<file path="src/design/ieval_pkg.sv">
// Shared constants, operator codes and the precedence table of the
// infix evaluator. No dependencies.
`timescale 1ns / 1ps

package ieval_pkg;

   localparam int STACK_DEPTH = 16;
   localparam int VALUE_WIDTH = 32;
   localparam int IDX_W       = $clog2(STACK_DEPTH);
   localparam int CNT_W       = $clog2(STACK_DEPTH + 1);

   // operator codes as held on the operator stack
   localparam logic [2:0] OP_ADD  = 3'd0;
   localparam logic [2:0] OP_SUB  = 3'd1;
   localparam logic [2:0] OP_MUL  = 3'd2;
   localparam logic [2:0] OP_DIV  = 3'd3;
   localparam logic [2:0] OP_LPAR = 3'd4;
   localparam logic [2:0] OP_RPAR = 3'd5;
   localparam logic [2:0] OP_END  = 3'd6;
   localparam logic [2:0] OP_MARK = 3'd6;
   localparam logic [2:0] OP_NONE = 3'd7;

   // precedence relations
   localparam logic [1:0] PR_LT  = 2'd0;
   localparam logic [1:0] PR_EQ  = 2'd1;
   localparam logic [1:0] PR_GT  = 2'd2;
   localparam logic [1:0] PR_ERR = 2'd3;

   // status codes
   localparam logic [1:0] ST_OK    = 2'd0;
   localparam logic [1:0] ST_DIV0  = 2'd1;
   localparam logic [1:0] ST_OVFL  = 2'd2;
   localparam logic [1:0] ST_BADEX = 2'd3;

   localparam logic [7:0] CH_ZERO = 8'h30;
   localparam logic [7:0] CH_NINE = 8'h39;

   typedef logic [VALUE_WIDTH-1:0] value_type;

   // map a character to its operator code, OP_NONE for anything else
   function automatic logic [2:0] char_code(input logic [7:0] c);
      logic [2:0] r;
      case (c)
         8'h2B:   r = OP_ADD;
         8'h2D:   r = OP_SUB;
         8'h2A:   r = OP_MUL;
         8'h2F:   r = OP_DIV;
         8'h28:   r = OP_LPAR;
         8'h29:   r = OP_RPAR;
         8'h3D:   r = OP_END;
         default: r = OP_NONE;
      endcase
      return r;
   endfunction

   // relation between the stack top and an incoming operator
   function automatic logic [1:0] prec(input logic [2:0] top, input logic [2:0] code);
      logic [1:0] r;
      r = PR_ERR;
      case (top)
         OP_ADD, OP_SUB: begin
            r = (code == OP_MUL || code == OP_DIV || code == OP_LPAR) ? PR_LT : PR_GT;
         end
         OP_MUL, OP_DIV: begin
            r = (code == OP_LPAR) ? PR_LT : PR_GT;
         end
         OP_LPAR: begin
            if (code == OP_RPAR)     r = PR_EQ;
            else if (code == OP_END) r = PR_ERR;
            else                     r = PR_LT;
         end
         OP_RPAR: begin
            r = (code == OP_RPAR) ? PR_ERR : PR_GT;
         end
         default: begin
            // start marker and anything above it
            r = (code == OP_RPAR) ? PR_ERR : PR_LT;
         end
      endcase
      return r;
   endfunction

endpackage

</file>
<file path="src/design/ieval_if.sv">
// Valid/ready channel interfaces for characters in and results out.
// Depends on ieval_pkg.
`timescale 1ns / 1ps

interface ieval_req_if;
   logic       valid;
   logic       ready;
   logic [7:0] ch;
   modport source (output valid, output ch, input ready);
   modport sink   (input valid, input ch, output ready);
endinterface

interface ieval_rsp_if;
   logic                                   valid;
   logic                                   ready;
   logic signed [ieval_pkg::VALUE_WIDTH-1:0] value;
   logic [1:0]                             status;
   modport source (output valid, output value, output status, input ready);
   modport sink   (input valid, input value, input status, output ready);
endinterface

</file>
<file path="src/design/ieval_div.sv">
// Signed restoring divider, one quotient bit per cycle, truncating toward zero.
// Depends on ieval_pkg.
`timescale 1ns / 1ps

module ieval_div (
   input  logic                  clock,
   input  logic                  reset,
   input  logic                  start,
   input  ieval_pkg::value_type  dividend,
   input  ieval_pkg::value_type  divisor,
   output logic                  done,
   output ieval_pkg::value_type  quotient
);

   localparam int W = ieval_pkg::VALUE_WIDTH;
   localparam int SW = $clog2(W);

   logic          busy_ff, busy_in;
   logic          done_ff, done_in;
   logic          neg_ff, neg_in;
   logic [SW-1:0] step_ff, step_in;
   logic [W-1:0]  rem_ff, rem_in;
   logic [W-1:0]  quo_ff, quo_in;
   logic [W-1:0]  dvs_ff, dvs_in;
   logic [W:0]    shifted;
   logic [W:0]    diff;

   // one restoring step per cycle
   always_comb begin
      busy_in = busy_ff;
      done_in = 1'b0;
      neg_in  = neg_ff;
      step_in = step_ff;
      rem_in  = rem_ff;
      quo_in  = quo_ff;
      dvs_in  = dvs_ff;
      shifted = {rem_ff, quo_ff[W-1]};
      diff    = shifted - {1'b0, dvs_ff};
      if (start) begin
         busy_in = 1'b1;
         neg_in  = dividend[W-1] ^ divisor[W-1];
         step_in = '0;
         rem_in  = '0;
         quo_in  = dividend[W-1] ? (~dividend + 1'b1) : dividend;
         dvs_in  = divisor[W-1] ? (~divisor + 1'b1) : divisor;
      end else if (busy_ff) begin
         if (!diff[W]) begin
            rem_in = diff[W-1:0];
            quo_in = {quo_ff[W-2:0], 1'b1};
         end else begin
            rem_in = shifted[W-1:0];
            quo_in = {quo_ff[W-2:0], 1'b0};
         end
         step_in = step_ff + 1'b1;
         if (step_ff == SW'(W - 1)) begin
            busy_in = 1'b0;
            done_in = 1'b1;
         end
      end
   end

   always_ff @(posedge clock) begin
      if (reset) begin
         busy_ff <= 1'b0;
         done_ff <= 1'b0;
      end else begin
         busy_ff <= busy_in;
         done_ff <= done_in;
      end
      neg_ff  <= neg_in;
      step_ff <= step_in;
      rem_ff  <= rem_in;
      quo_ff  <= quo_in;
      dvs_ff  <= dvs_in;
   end

   assign done     = done_ff;
   assign quotient = neg_ff ? (~quo_ff + 1'b1) : quo_ff;

endmodule

</file>
<file path="src/design/infix_expression_evaluator.sv">
// Infix evaluator: a digit is taken in the idle state; an operator passes through
// S_NUM and S_CMP, and each reduction through S_RD and S_EXEC (a division also waits
// in S_DIV for the bit-serial divider); a matched parenthesis pair passes S_RD and S_EXEC.
// '=' adds the reductions, then the result waits in a response state until taken.
// One character at a time; throughput follows the reductions each operator causes.
// Synchronous reset empties both stacks (start marker on the operator stack).
// Depends on ieval_pkg, ieval_if and ieval_div.
`timescale 1ns / 1ps

module infix_expression_evaluator (
   input  logic        clock,
   input  logic        reset,
   ieval_req_if.sink   req_chan,
   ieval_rsp_if.source rsp_chan
);

   localparam int W = ieval_pkg::VALUE_WIDTH;
   localparam int D = ieval_pkg::STACK_DEPTH;
   localparam int CW = ieval_pkg::CNT_W;
   localparam int IW = ieval_pkg::IDX_W;

   typedef enum logic [6:0] {
      S_IDLE = 7'b0000001,
      S_NUM  = 7'b0000010,
      S_CMP  = 7'b0000100,
      S_RD   = 7'b0001000,
      S_EXEC = 7'b0010000,
      S_DIV  = 7'b0100000,
      S_RSP  = 7'b1000000
   } state_type;

   state_type       state_ff, state_in;
   logic [2:0]      code_ff, code_in;
   logic            eq_ff, eq_in;
   logic [CW-1:0]   op_cnt_ff, op_cnt_in;
   logic [2:0]      op_top_ff, op_top_in;
   logic [CW-1:0]   nd_cnt_ff, nd_cnt_in;
   logic [W-1:0]    nd_top_ff, nd_top_in;
   logic [W-1:0]    acc_ff, acc_in;
   logic            pend_ff, pend_in;
   logic [1:0]      err_ff, err_in;

   // stacks held in memories, read data registered
   logic [2:0]      op_mem [D];
   logic [W-1:0]    nd_mem [D];
   logic [2:0]      op_rdata_ff;
   logic [W-1:0]    nd_rdata_ff;
   logic [CW-1:0]   op_raddr;
   logic [CW-1:0]   nd_raddr;
   logic            op_we;
   logic [IW-1:0]   op_waddr;
   logic [2:0]      op_wdata;
   logic            nd_we;
   logic [IW-1:0]   nd_waddr;
   logic [W-1:0]    nd_wdata;

   logic            div_start;
   logic            div_done;
   logic [W-1:0]    div_q;

   logic [2:0]      in_code;
   logic            in_digit;
   logic [2:0]      next_op_top;
   logic [W-1:0]    alu_res;
   logic            is_end;

   assign op_raddr = op_cnt_ff - CW'(2);
   assign nd_raddr = nd_cnt_ff - CW'(2);

   always_ff @(posedge clock) begin
      if (op_we) op_mem[op_waddr] <= op_wdata;
      if (nd_we) nd_mem[nd_waddr] <= nd_wdata;
      op_rdata_ff <= op_mem[op_raddr[IW-1:0]];
      nd_rdata_ff <= nd_mem[nd_raddr[IW-1:0]];
   end

   ieval_div u_div (
      .clock    (clock),
      .reset    (reset),
      .start    (div_start),
      .dividend (nd_rdata_ff),
      .divisor  (nd_top_ff),
      .done     (div_done),
      .quotient (div_q)
   );

   assign in_code  = ieval_pkg::char_code(req_chan.ch);
   assign in_digit = (req_chan.ch >= ieval_pkg::CH_ZERO) && (req_chan.ch <= ieval_pkg::CH_NINE);
   assign is_end   = (code_ff == ieval_pkg::OP_END);
   // entry under the top; the bottom entry is always the start marker
   assign next_op_top = (op_cnt_ff == CW'(2)) ? ieval_pkg::OP_MARK : op_rdata_ff;

   // arithmetic of one reduction: b op a, b from memory, a the cached top
   always_comb begin
      case (op_top_ff)
         ieval_pkg::OP_ADD: alu_res = nd_rdata_ff + nd_top_ff;
         ieval_pkg::OP_SUB: alu_res = nd_rdata_ff - nd_top_ff;
         default:           alu_res = W'(nd_rdata_ff * nd_top_ff);
      endcase
   end

   // control sequencer
   always_comb begin
      state_in  = state_ff;
      code_in   = code_ff;
      eq_in     = eq_ff;
      op_cnt_in = op_cnt_ff;
      op_top_in = op_top_ff;
      nd_cnt_in = nd_cnt_ff;
      nd_top_in = nd_top_ff;
      acc_in    = acc_ff;
      pend_in   = pend_ff;
      err_in    = err_ff;
      op_we     = 1'b0;
      op_waddr  = op_cnt_ff[IW-1:0];
      op_wdata  = code_ff;
      nd_we     = 1'b0;
      nd_waddr  = nd_cnt_ff[IW-1:0];
      nd_wdata  = acc_ff;
      div_start = 1'b0;
      req_chan.ready = 1'b0;

      case (state_ff)
         S_IDLE: begin
            req_chan.ready = 1'b1;
            if (req_chan.valid) begin
               code_in = in_code;
               if (in_digit) begin
                  if (err_ff == ieval_pkg::ST_OK) begin
                     acc_in  = (acc_ff << 3) + (acc_ff << 1)
                             + W'(req_chan.ch - ieval_pkg::CH_ZERO);
                     pend_in = 1'b1;
                  end
               end else if (in_code == ieval_pkg::OP_NONE) begin
                  if (err_ff == ieval_pkg::ST_OK) err_in = ieval_pkg::ST_BADEX;
               end else if (err_ff != ieval_pkg::ST_OK) begin
                  if (in_code == ieval_pkg::OP_END) state_in = S_RSP;
               end else begin
                  state_in = S_NUM;
               end
            end
         end

         // push a pending number
         S_NUM: begin
            if (pend_ff) begin
               if (nd_cnt_ff >= CW'(D)) begin
                  err_in = ieval_pkg::ST_OVFL;
               end else begin
                  nd_we     = 1'b1;
                  nd_top_in = acc_ff;
                  nd_cnt_in = nd_cnt_ff + 1'b1;
               end
            end
            acc_in   = '0;
            pend_in  = 1'b0;
            state_in = S_CMP;
         end

         // compare the incoming operator with the stack top
         S_CMP: begin
            eq_in = 1'b0;
            if (err_ff != ieval_pkg::ST_OK) begin
               state_in = is_end ? S_RSP : S_IDLE;
            end else if (op_top_ff == ieval_pkg::OP_MARK && is_end) begin
               if (nd_cnt_ff != CW'(1)) err_in = ieval_pkg::ST_BADEX;
               state_in = S_RSP;
            end else begin
               case (ieval_pkg::prec(op_top_ff, code_ff))
                  ieval_pkg::PR_LT: begin
                     if (op_cnt_ff >= CW'(D)) begin
                        err_in = ieval_pkg::ST_OVFL;
                     end else begin
                        op_we     = 1'b1;
                        op_top_in = code_ff;
                        op_cnt_in = op_cnt_ff + 1'b1;
                     end
                     state_in = is_end ? S_RSP : S_IDLE;
                  end
                  ieval_pkg::PR_EQ: begin
                     eq_in    = 1'b1;
                     state_in = S_RD;
                  end
                  ieval_pkg::PR_GT: begin
                     state_in = S_RD;
                  end
                  default: begin
                     err_in   = ieval_pkg::ST_BADEX;
                     state_in = is_end ? S_RSP : S_IDLE;
                  end
               endcase
            end
         end

         // memory read of the entries under both tops
         S_RD: begin
            state_in = S_EXEC;
         end

         S_EXEC: begin
            if (eq_ff) begin
               // parenthesis pair matched
               op_cnt_in = op_cnt_ff - 1'b1;
               op_top_in = next_op_top;
               state_in  = is_end ? S_RSP : S_IDLE;
            end else if (nd_cnt_ff < CW'(2) || op_cnt_ff < CW'(2)) begin
               err_in   = ieval_pkg::ST_BADEX;
               state_in = is_end ? S_RSP : S_IDLE;
            end else if (op_top_ff == ieval_pkg::OP_DIV) begin
               if (nd_top_ff == '0) begin
                  err_in   = ieval_pkg::ST_DIV0;
                  state_in = is_end ? S_RSP : S_IDLE;
               end else begin
                  div_start = 1'b1;
                  op_cnt_in = op_cnt_ff - 1'b1;
                  op_top_in = next_op_top;
                  nd_cnt_in = nd_cnt_ff - 1'b1;
                  state_in  = S_DIV;
               end
            end else if (op_top_ff == ieval_pkg::OP_ADD || op_top_ff == ieval_pkg::OP_SUB
                         || op_top_ff == ieval_pkg::OP_MUL) begin
               op_cnt_in = op_cnt_ff - 1'b1;
               op_top_in = next_op_top;
               nd_cnt_in = nd_cnt_ff - 1'b1;
               nd_we     = 1'b1;
               nd_waddr  = nd_raddr[IW-1:0];
               nd_wdata  = alu_res;
               nd_top_in = alu_res;
               state_in  = S_CMP;
            end else begin
               err_in   = ieval_pkg::ST_BADEX;
               state_in = is_end ? S_RSP : S_IDLE;
            end
         end

         S_DIV: begin
            if (div_done) begin
               nd_we     = 1'b1;
               nd_waddr  = nd_raddr[IW-1:0] + 1'b1;
               nd_wdata  = div_q;
               nd_top_in = div_q;
               state_in  = S_CMP;
            end
         end

         // hold the result item, then clear for the next expression
         S_RSP: begin
            if (rsp_chan.ready) begin
               op_cnt_in = CW'(1);
               op_top_in = ieval_pkg::OP_MARK;
               nd_cnt_in = '0;
               acc_in    = '0;
               pend_in   = 1'b0;
               err_in    = ieval_pkg::ST_OK;
               state_in  = S_IDLE;
            end
         end

         default: begin
            state_in = S_IDLE;
         end
      endcase
   end

   assign rsp_chan.valid  = (state_ff == S_RSP);
   assign rsp_chan.value  = (err_ff == ieval_pkg::ST_OK) ? nd_top_ff : '0;
   assign rsp_chan.status = err_ff;

   always_ff @(posedge clock) begin
      if (reset) begin
         state_ff  <= S_IDLE;
         op_cnt_ff <= CW'(1);
         op_top_ff <= ieval_pkg::OP_MARK;
         nd_cnt_ff <= '0;
         acc_ff    <= '0;
         pend_ff   <= 1'b0;
         err_ff    <= ieval_pkg::ST_OK;
         eq_ff     <= 1'b0;
      end else begin
         state_ff  <= state_in;
         op_cnt_ff <= op_cnt_in;
         op_top_ff <= op_top_in;
         nd_cnt_ff <= nd_cnt_in;
         acc_ff    <= acc_in;
         pend_ff   <= pend_in;
         err_ff    <= err_in;
         eq_ff     <= eq_in;
      end
      code_ff   <= code_in;
      nd_top_ff <= nd_top_in;
   end

endmodule

</file>
<file path="src/flat_wrapper.sv">
// flat-port wrapper written by rule: the top's interface ports become plain ports
module infix_expression_evaluator_flat 
  (clock, reset, req_chan_valid, req_chan_ch, req_chan_ready, rsp_chan_valid, rsp_chan_value, rsp_chan_status, rsp_chan_ready);
  ieval_req_if req_chan_i ();
  ieval_rsp_if rsp_chan_i ();
  input  logic clock;
  input  logic reset;
  input wire logic [$bits(req_chan_i.valid)-1:0] req_chan_valid;
  input wire logic [$bits(req_chan_i.ch)-1:0] req_chan_ch;
  output wire logic [$bits(req_chan_i.ready)-1:0] req_chan_ready;
  output wire logic [$bits(rsp_chan_i.valid)-1:0] rsp_chan_valid;
  output wire logic [$bits(rsp_chan_i.value)-1:0] rsp_chan_value;
  output wire logic [$bits(rsp_chan_i.status)-1:0] rsp_chan_status;
  input wire logic [$bits(rsp_chan_i.ready)-1:0] rsp_chan_ready;
  assign req_chan_i.valid = req_chan_valid;
  assign req_chan_i.ch = req_chan_ch;
  assign req_chan_ready = req_chan_i.ready;
  assign rsp_chan_valid = rsp_chan_i.valid;
  assign rsp_chan_value = rsp_chan_i.value;
  assign rsp_chan_status = rsp_chan_i.status;
  assign rsp_chan_i.ready = rsp_chan_ready;
  infix_expression_evaluator u_core (.clock(clock), .reset(reset), .req_chan(req_chan_i), .rsp_chan(rsp_chan_i));
endmodule
</file>
<file path="config.mk">
export PLATFORM = sky130hd
export DESIGN_NAME = infix_expression_evaluator_flat
export DESIGN_NICKNAME = d
export VERILOG_FILES = /design/src/design/ieval_pkg.sv /design/src/design/ieval_if.sv /design/src/design/ieval_div.sv /design/src/design/infix_expression_evaluator.sv /design/src/flat_wrapper.sv
export SDC_FILE = /design/constraint.sdc
export NUM_CORES = 2
export LEC_CHECK = 0
export ABC_AREA = 0
export BUFFER_PORTS_ARGS = -buffer_cell sky130_fd_sc_hd__buf_4
export CORE_MARGIN = 4
export CORE_UTILIZATION = 50
export DETAILED_ROUTE_END_ITERATION = 8
export PLACE_DENSITY = 0.74
export SETUP_SLACK_MARGIN = 0.4
export SYNTH_ARGS = -nofsm -noshare
export SYNTH_HDL_FRONTEND = slang
export SYNTH_SLANG_ARGS = --single-unit
</file>
<file path="constraint.sdc">
create_clock -name clock -period 23.6 [get_ports clock]
set_input_delay 2.36 -clock clock [delete_from_list [all_inputs] [get_ports clock]]
set_output_delay 2.36 -clock clock [all_outputs]
set_load 0.01 [all_outputs]
</file>
; ---- After elaboration in Yosys (flattened, before gate mapping)
; Memory sizes are Yosys's and may differ from the RTL's. A register that Yosys moved wholly into a read port is not among the register bits.
; Cells that the tools add are included.
[totals]
register_bits = 195
ramBits = 560
in_bits = 12
output_inout_bits = 36
elab_cells = 287
mem_count = 2
[op_classes]
addsub = 17
n_mul = 1
magnitude_cmp = 6
eq_ne = 62
muxes = 147
bitwise = 5
reduce_logical = 29
[memory_table]
columns = name, words, width, rd, rd_ports_with_merged_regs, write_ports, line
row1 = u_core.nd_mem, 16, 32, 1, 1, 1, infix_expression_evaluator.sv:45  ; logic [W-1:0] nd_mem [D];
row2 = u_core.op_mem, 16, 3, 1, 1, 1, infix_expression_evaluator.sv:44  ; logic [2:0] op_mem [D];
[ops]
columns = operator, count
row1 = $mux 32, 22
row2 = $pmux 32 s3, 2
row3 = $pmux 32 s2, 2
row4 = $mux 7, 16
row5 = $add 32x1->32 const B, 3
row6 = $add 32x32->32, 3
row7 = $not 32->32, 3
row8 = $mux 5, 18
row9 = $eq 8x6->1 const B, 7
row10 = $pmux 7 s7, 1
row11 = $mux 2, 24
row12 = $mux 1, 35
row13 = $mux 3, 11
row14 = $sub 33x32->33, 1
row15 = $logic_not 32->1, 1
row16 = $mul 32x32->32, 1
row17 = $sub 32x32->32, 1
row18 = $mux 31, 1
row19 = $pmux 5 s3, 2
row20 = $eq 3x3->1 const B, 8
row21 = $ne 2x2->1 const B, 11
row22 = $pmux 3 s7, 1
row23 = $mux 4, 5
row24 = $ne 2x1->1 const B, 8
row25 = 52 further kinds, 80

; ---- Logic depth before layout (Yosys ltp)
[depth]
ltp_word = 15
mapped_depth = 29
ltp_nobuf = 26

; ---- Hierarchy
; From an unflattened synthesis, not the netlist that was laid out.
[hier_totals]
hier_cells = 4749
area_unflattened_um2 = 55364.3
[modules_own_cells]
columns = mod, n_inst, cells_per_inst, area_each_um2, seq_area_each_um2
row1 = infix_expression_evaluator, 1, 3873, 47689.5, 19688.9
row2 = ieval_div, 1, 876, 7674.9, 2732.6

; ---- Least setup slack after synthesis
; No wires, ideal clock.
[synth_path]
path_type = reg2reg
from = register u_core.nd_top_ff[7]
to = memory u_core.nd_mem[0][30] (netlist bit), data pin
setup_ps = 307
t_arrival_ps = 7486
required_time_ps = 23293
path_slack_ps = 15807
stages_incl_launch_ff = 25
n_path_buf = 3
period_less_slack_ps = 7793
cell_sequence = edfxtp_1 > clkbuf_1 > clkbuf_1 > and2_1 > fa_1 > fa_1 > fa_1 > inv_1 > fa_1 > inv_1 > fa_1 > fa_1 > fa_1 > fa_1 > ha_1 > clkbuf_1 > a21oi_1 > o21ai_0 > nor4_1 > nand4_1 > a2111oi_0 > o41ai_1 > xnor2_1 > o221ai_1 > a221o_1
[synth_via]
elab_chain_cells = 7
word_cells_on_any_way = 9
cone_classes = 2 x add/sub / 1 x mul / 6 x mux
[synth_rtl]
columns = item, line
row1 = from (decl), infix_expression_evaluator.sv:38  ; logic [W-1:0] nd_top_ff, nd_top_in;
row2 = from (signal assigned), infix_expression_evaluator.sv:290  ; nd_top_ff <= nd_top_in;
row3 = $mul 32x32->32 (tied with other cells), infix_expression_evaluator.sv:98  ; default: alu_res = W'(nd_rdata_ff * nd_top_ff);
row4 = $pmux 32 s2 *, infix_expression_evaluator.sv:95  ; case (op_top_ff)
row5 = $mux 32 *, infix_expression_evaluator.sv:220  ; end else if (op_top_ff == ieval_pkg::OP_ADD || op_top_ff == ieval_pkg::OP_SUB
row6 = $mux 32 *, infix_expression_evaluator.sv:209  ; end else if (op_top_ff == ieval_pkg::OP_DIV) begin
row7 = $mux 32 *, infix_expression_evaluator.sv:206  ; end else if (nd_cnt_ff < CW'(2) || op_cnt_ff < CW'(2)) begin
row8 = $mux 32 *, infix_expression_evaluator.sv:201  ; if (eq_ff) begin
row9 = $pmux 32 s2 *, infix_expression_evaluator.sv:123  ; case (state_ff)
row10 = net u_core.nd_wdata[30], infix_expression_evaluator.sv:55  ; logic [W-1:0] nd_wdata;
row11 = to (decl), infix_expression_evaluator.sv:45
; Mark *: on every way through the listed nets, which the timed path passes. The rest lies on a longest branch.

; ---- Worst setup path in the final report
[layout_path]
from = register u_core.nd_rdata_ff[16], read port of u_core.nd_mem
to = memory u_core.nd_mem[4][31] (netlist bit), data pin
[layout_via]
elab_chain_cells = 7
word_cells_on_any_way = 9
cone_classes = 2 x add/sub / 1 x mul / 6 x mux
[layout_rtl]
columns = item, line
row1 = from (decl), infix_expression_evaluator.sv:47  ; logic [W-1:0] nd_rdata_ff;
row2 = $mul 32x32->32 (tied with other cells), infix_expression_evaluator.sv:98
row3 = $pmux 32 s2 *, infix_expression_evaluator.sv:95
row4 = $mux 32 *, infix_expression_evaluator.sv:220
row5 = $mux 32 *, infix_expression_evaluator.sv:209
row6 = $mux 32 *, infix_expression_evaluator.sv:206
row7 = $mux 32 *, infix_expression_evaluator.sv:201
row8 = $pmux 32 s2 *, infix_expression_evaluator.sv:123
row9 = net u_core.nd_wdata[31], infix_expression_evaluator.sv:55
; Marked as above.

==> results.sh <==
export IMPL_clk_latency_ns=0.67
export IMPL_die_width_um=339
export IMPL_ff2ff_path_depth=25
export IMPL_die_h_um=339
export IMPL_grt_overflow=0
export IMPL_cts_root_buf="clkbuf_16"
export IMPL_hp_start="u_core.u_div.rem_ff[26]$_SDFFE_PP0P_"
export IMPL_hold_path_end="u_core.u_div.rem_ff[27]$_SDFFE_PP0P_"
export IMPL_slew_violations=0
export IMPL_synth_cell_types=90
export IMPL_arrival_ns=8.80
export IMPL_layout_nets=5367
export IMPL_r2r_setup_slack_ns=15.05
export IMPL_place_congestion=0.951
export IMPL_ys_ff_latch=790
export IMPL_htree_levels=3
export IMPL_hold_class="reg2reg"
export IMPL_ioPinCount=48
export IMPL_antenna_found_initial=2
export IMPL_first_global_vias=38100
export IMPL_status="complete, no violations"
export IMPL_async_flop_share=0
export IMPL_detail_route_first_pass_iterations=6
export IMPL_r2r_end="u_core.nd_mem[4][31]$_DFFE_PP_"
export IMPL_n_antenna_cell=0
export IMPL_dpl_instance_area_um2=56800
export IMPL_fmax_ghz=0.117
export IMPL_p_leak_nw=23.8
export IMPL_io_buffers=47
export IMPL_syn_nets=5407
export IMPL_slew_headroom=0.112
export IMPL_ys_seq_area_frac=0.409
export IMPL_cts_setup_buffers=0
export IMPL_rsz0062_at_grt="no"
export IMPL_avgSynthCellArea_um2=11.6
export IMPL_synth_edff_count=660
export IMPL_cp_end_kind="flip-flop"
export IMPL_numCtsBuffers=80
export IMPL_r2r_start="u_core.nd_rdata_ff[16]$_DFF_P_"
export IMPL_wl_per_cell_um=23.4
export IMPL_setup_viol=0
export IMPL_finClkSkew_ns=0.0540
export IMPL_initial_core_util=0.504
export IMPL_fin_crit_sh=0.362
export IMPL_grt_usage=0.252
export IMPL_core_area_um2=109000
export IMPL_drv_cap=0
export IMPL_wirelength_um=144000
export IMPL_grt_pass1_wl_um=226000
export IMPL_ant_nets=0
export IMPL_area_delta_synth_final_pct=8.56
export IMPL_finalSetupTns_ns=0
export IMPL_peakVddDrop_v=0.0000527
export IMPL_hold_buffers=0
export IMPL_drc=0
export IMPL_cts_resized=0
export IMPL_cts_sinks=790
export IMPL_drtIter0Drc=3498
export IMPL_worstPathRequired_ns=23.84
export IMPL_num_rows=121
export IMPL_instances_no_fill=6158
export IMPL_viasPerCell=6.02
export IMPL_hpwl_um=95700
export IMPL_cts_reportedPaths_clkPinSlew_ns=0.08
export IMPL_cts_buffer_depth=3
export IMPL_crit_path_start_kind="flip-flop"
export IMPL_crit_type="reg2reg"
export IMPL_cts_tree="built"
export IMPL_critPathMaxFanout=16
export IMPL_finalHoldViolCount=0
export IMPL_synth_cell_area_um2=54800
export IMPL_drive_above_1_share=0.109
export IMPL_yosys_most_used_dff="edfxtp_1"
export IMPL_die_area_um2=115000
export IMPL_grt_max_degree=73
export IMPL_vias=37100
export IMPL_holdPathStages=2
export IMPL_power_density_nw_per_um2=51.9
export IMPL_total_power_mw=3.09
export IMPL_yosys_warnings=0
export IMPL_worstMarginPinSlew_ns=1.33
export IMPL_place_inst=6009
export IMPL_fin_area_um2=59500
export IMPL_synthCells=4717
export IMPL_finalCriticalPeriod_ns=8.55
cells in the final DEF, fill, tap and decap left out, types with 154 or more instances in the layout:
cell type,count
a21oi_1,193
and2_1,342
edfxtp_1,660
fa_1,440
ha_1,237
inv_1,477
mux4_2,175
nand2_1,456
nor2_1,200
o21ai_0,171
xnor2_1,154
where the power goes:
group          internal, mW  leakage [nW]  total, mW  switching [mW]
registers              1.50          7.41       1.52          0.0115
clock network         0.730          1.31       1.30           0.574
logic                 0.113          15.1      0.272           0.159
total                  2.35          23.8       3.09           0.745
state kept, by name, summed over array words and instances, names as in the netlist:
| signal | cells |
|---|---|
| u_core.u_div.step_ff | 5 |
| u_core.rsp_chan.status | 2 |
| u_core.op_top_ff | 3 |
| u_core.nd_top_ff | 32 |
| u_core.state_ff | 7 |
| u_core.acc_ff | 32 |
| u_core.op_rdata_ff | 3 |
| u_core.u_div.quo_ff | 32 |
| u_core.eq_ff | 1 |
| u_core.u_div.neg_ff | 1 |
| u_core.code_ff | 3 |
| u_core.u_div.dvs_ff | 32 |
| u_core.nd_cnt_ff | 5 |
| u_core.nd_mem | 512 |
| u_core.u_div.busy_ff | 1 |
| u_core.op_mem | 48 |
| u_core.u_div.rem_ff | 32 |
| u_core.nd_rdata_ff | 32 |
| u_core.pend_ff | 1 |
| u_core.u_div.done | 1 |
| u_core.op_cnt_ff | 5 |
layer usage:
| metal | vias up | routed length (µm) | global-route usage | share of wire |
|---|---|---|---|---|
| li1 | 16300 | - | - | - |
| met1 | 18700 | 57100 | 0.342 | 0.40 |
| met2 | 1786 | 68600 | 0.416 | 0.48 |
| met3 | 332 | 12300 | 0.0368 | 0.085 |
| met4 | 0 | 6180 | 0.0954 | 0.043 |
| met5 | - | 0 | 0 | 0 |
worst max-delay path by stage:
stage,from,end,cells after the start
CTS,u_core.nd_rdata_ff[16]$_DFF_P_,u_core.nd_mem[11][31]$_DFFE_PP_,25
global route,u_core.nd_rdata_ff[6]$_DFF_P_,u_core.nd_mem[13][21]$_DFFE_PP_,24
finish,u_core.nd_rdata_ff[16]$_DFF_P_,u_core.nd_mem[4][31]$_DFFE_PP_,25
floorplan,u_core.nd_top_ff[7]$_DFFE_PP_,u_core.nd_mem[0][30]$_DFFE_PP_,24
global placement,u_core.nd_top_ff[2]$_DFFE_PP_,u_core.nd_mem[12][30]$_DFFE_PP_,22
detailed placement,u_core.nd_rdata_ff[16]$_DFF_P_,u_core.nd_mem[13][30]$_DFFE_PP_,22
kinds of logic after synthesis:
group | share of synthesized area
flip-flops | 0.409
buffers and inverters | 0.0526
AO/OA/AOI/OAI | 0.0869
XOR/XNOR | 0.0463
AND/OR/NAND/NOR | 0.115
adder cells (fa/ha/maj) | 0.215
multiplexers | 0.0751
critical path, stage by stage, from the launching register on:
cell and delay, ns:
dfxtp_1 0.73, buf_4 0.30, and2_1 0.17, fa_1 0.39, inv_1 0.07, fa_1 0.43, fa_1 0.47, fa_1 0.54
inv_1 0.05, fa_1 0.50, inv_1 0.06, fa_1 0.54, inv_1 0.05, fa_1 0.50, fa_1 0.44, ha_1 0.38
a21oi_1 0.09, o21ai_0 0.18, nand2_1 0.10, a21oi_1 0.21, a22o_1 0.15, a31oi_1 0.06, a21oi_1 0.31, xnor2_1 0.19
mux2i_1 0.18, o221ai_1 1.02
layout make-up:
cell class | instances | area (µm²)
clock buffers | 103 | 2180
clock inverters | 46 | 524
fillers | 8860 | 49300
inverters | 479 | 1800
multi-input cells | 3175 | 29700
flip-flops and latches | 790 | 22400
well taps | 1414 | 1770
repair buffers | 151 | 1130
synthesized netlist by cell type (18+ instances only):
| master | count | share of area |
|---|---|---|
| inv_1 | 478 | 0.033 |
| nor2_1 | 219 | 0.015 |
| o21ai_0 | 171 | 0.016 |
| o21a_1 | 24 | 0.0033 |
| a21o_1 | 56 | 0.0077 |
| nand2_1 | 456 | 0.031 |
| a31oi_1 | 18 | 0.0021 |
| xor2_1 | 135 | 0.022 |
| o221ai_1 | 18 | 0.0029 |
| nand2b_1 | 33 | 0.0038 |
| nand3_1 | 44 | 0.0040 |
| edfxtp_1 | 660 | 0.36 |
| and2_1 | 342 | 0.039 |
| nor3_1 | 38 | 0.0035 |
| dfxtp_1 | 130 | 0.047 |
| buf_1 | 23 | 0.0016 |
| a221o_1 | 27 | 0.0049 |
| a22oi_1 | 20 | 0.0027 |
| nor2b_1 | 23 | 0.0026 |
| a211oi_1 | 22 | 0.0030 |
| ha_1 | 238 | 0.054 |
| o31ai_1 | 43 | 0.0059 |
| clkbuf_1 | 236 | 0.016 |
| fa_1 | 440 | 0.16 |
| or3_1 | 25 | 0.0029 |
| mux4_2 | 175 | 0.072 |
| xnor2_1 | 155 | 0.025 |
| a21oi_1 | 193 | 0.018 |
metrics by stage:
step | hold slack [ns] | util | setup WS, ns
finish | 0.479 | 0.547 | 15.05
global route | 0.521 | 0.547 | 14.58
CTS | 0.481 | 0.547 | 15.18
detailed placement | 0.472 | 0.522 | 15.23
global placement | 0.459 | 0.522 | 15.34
floorplan | 0.439 | - | 15.81
Power figures use the tool's default switching activity.
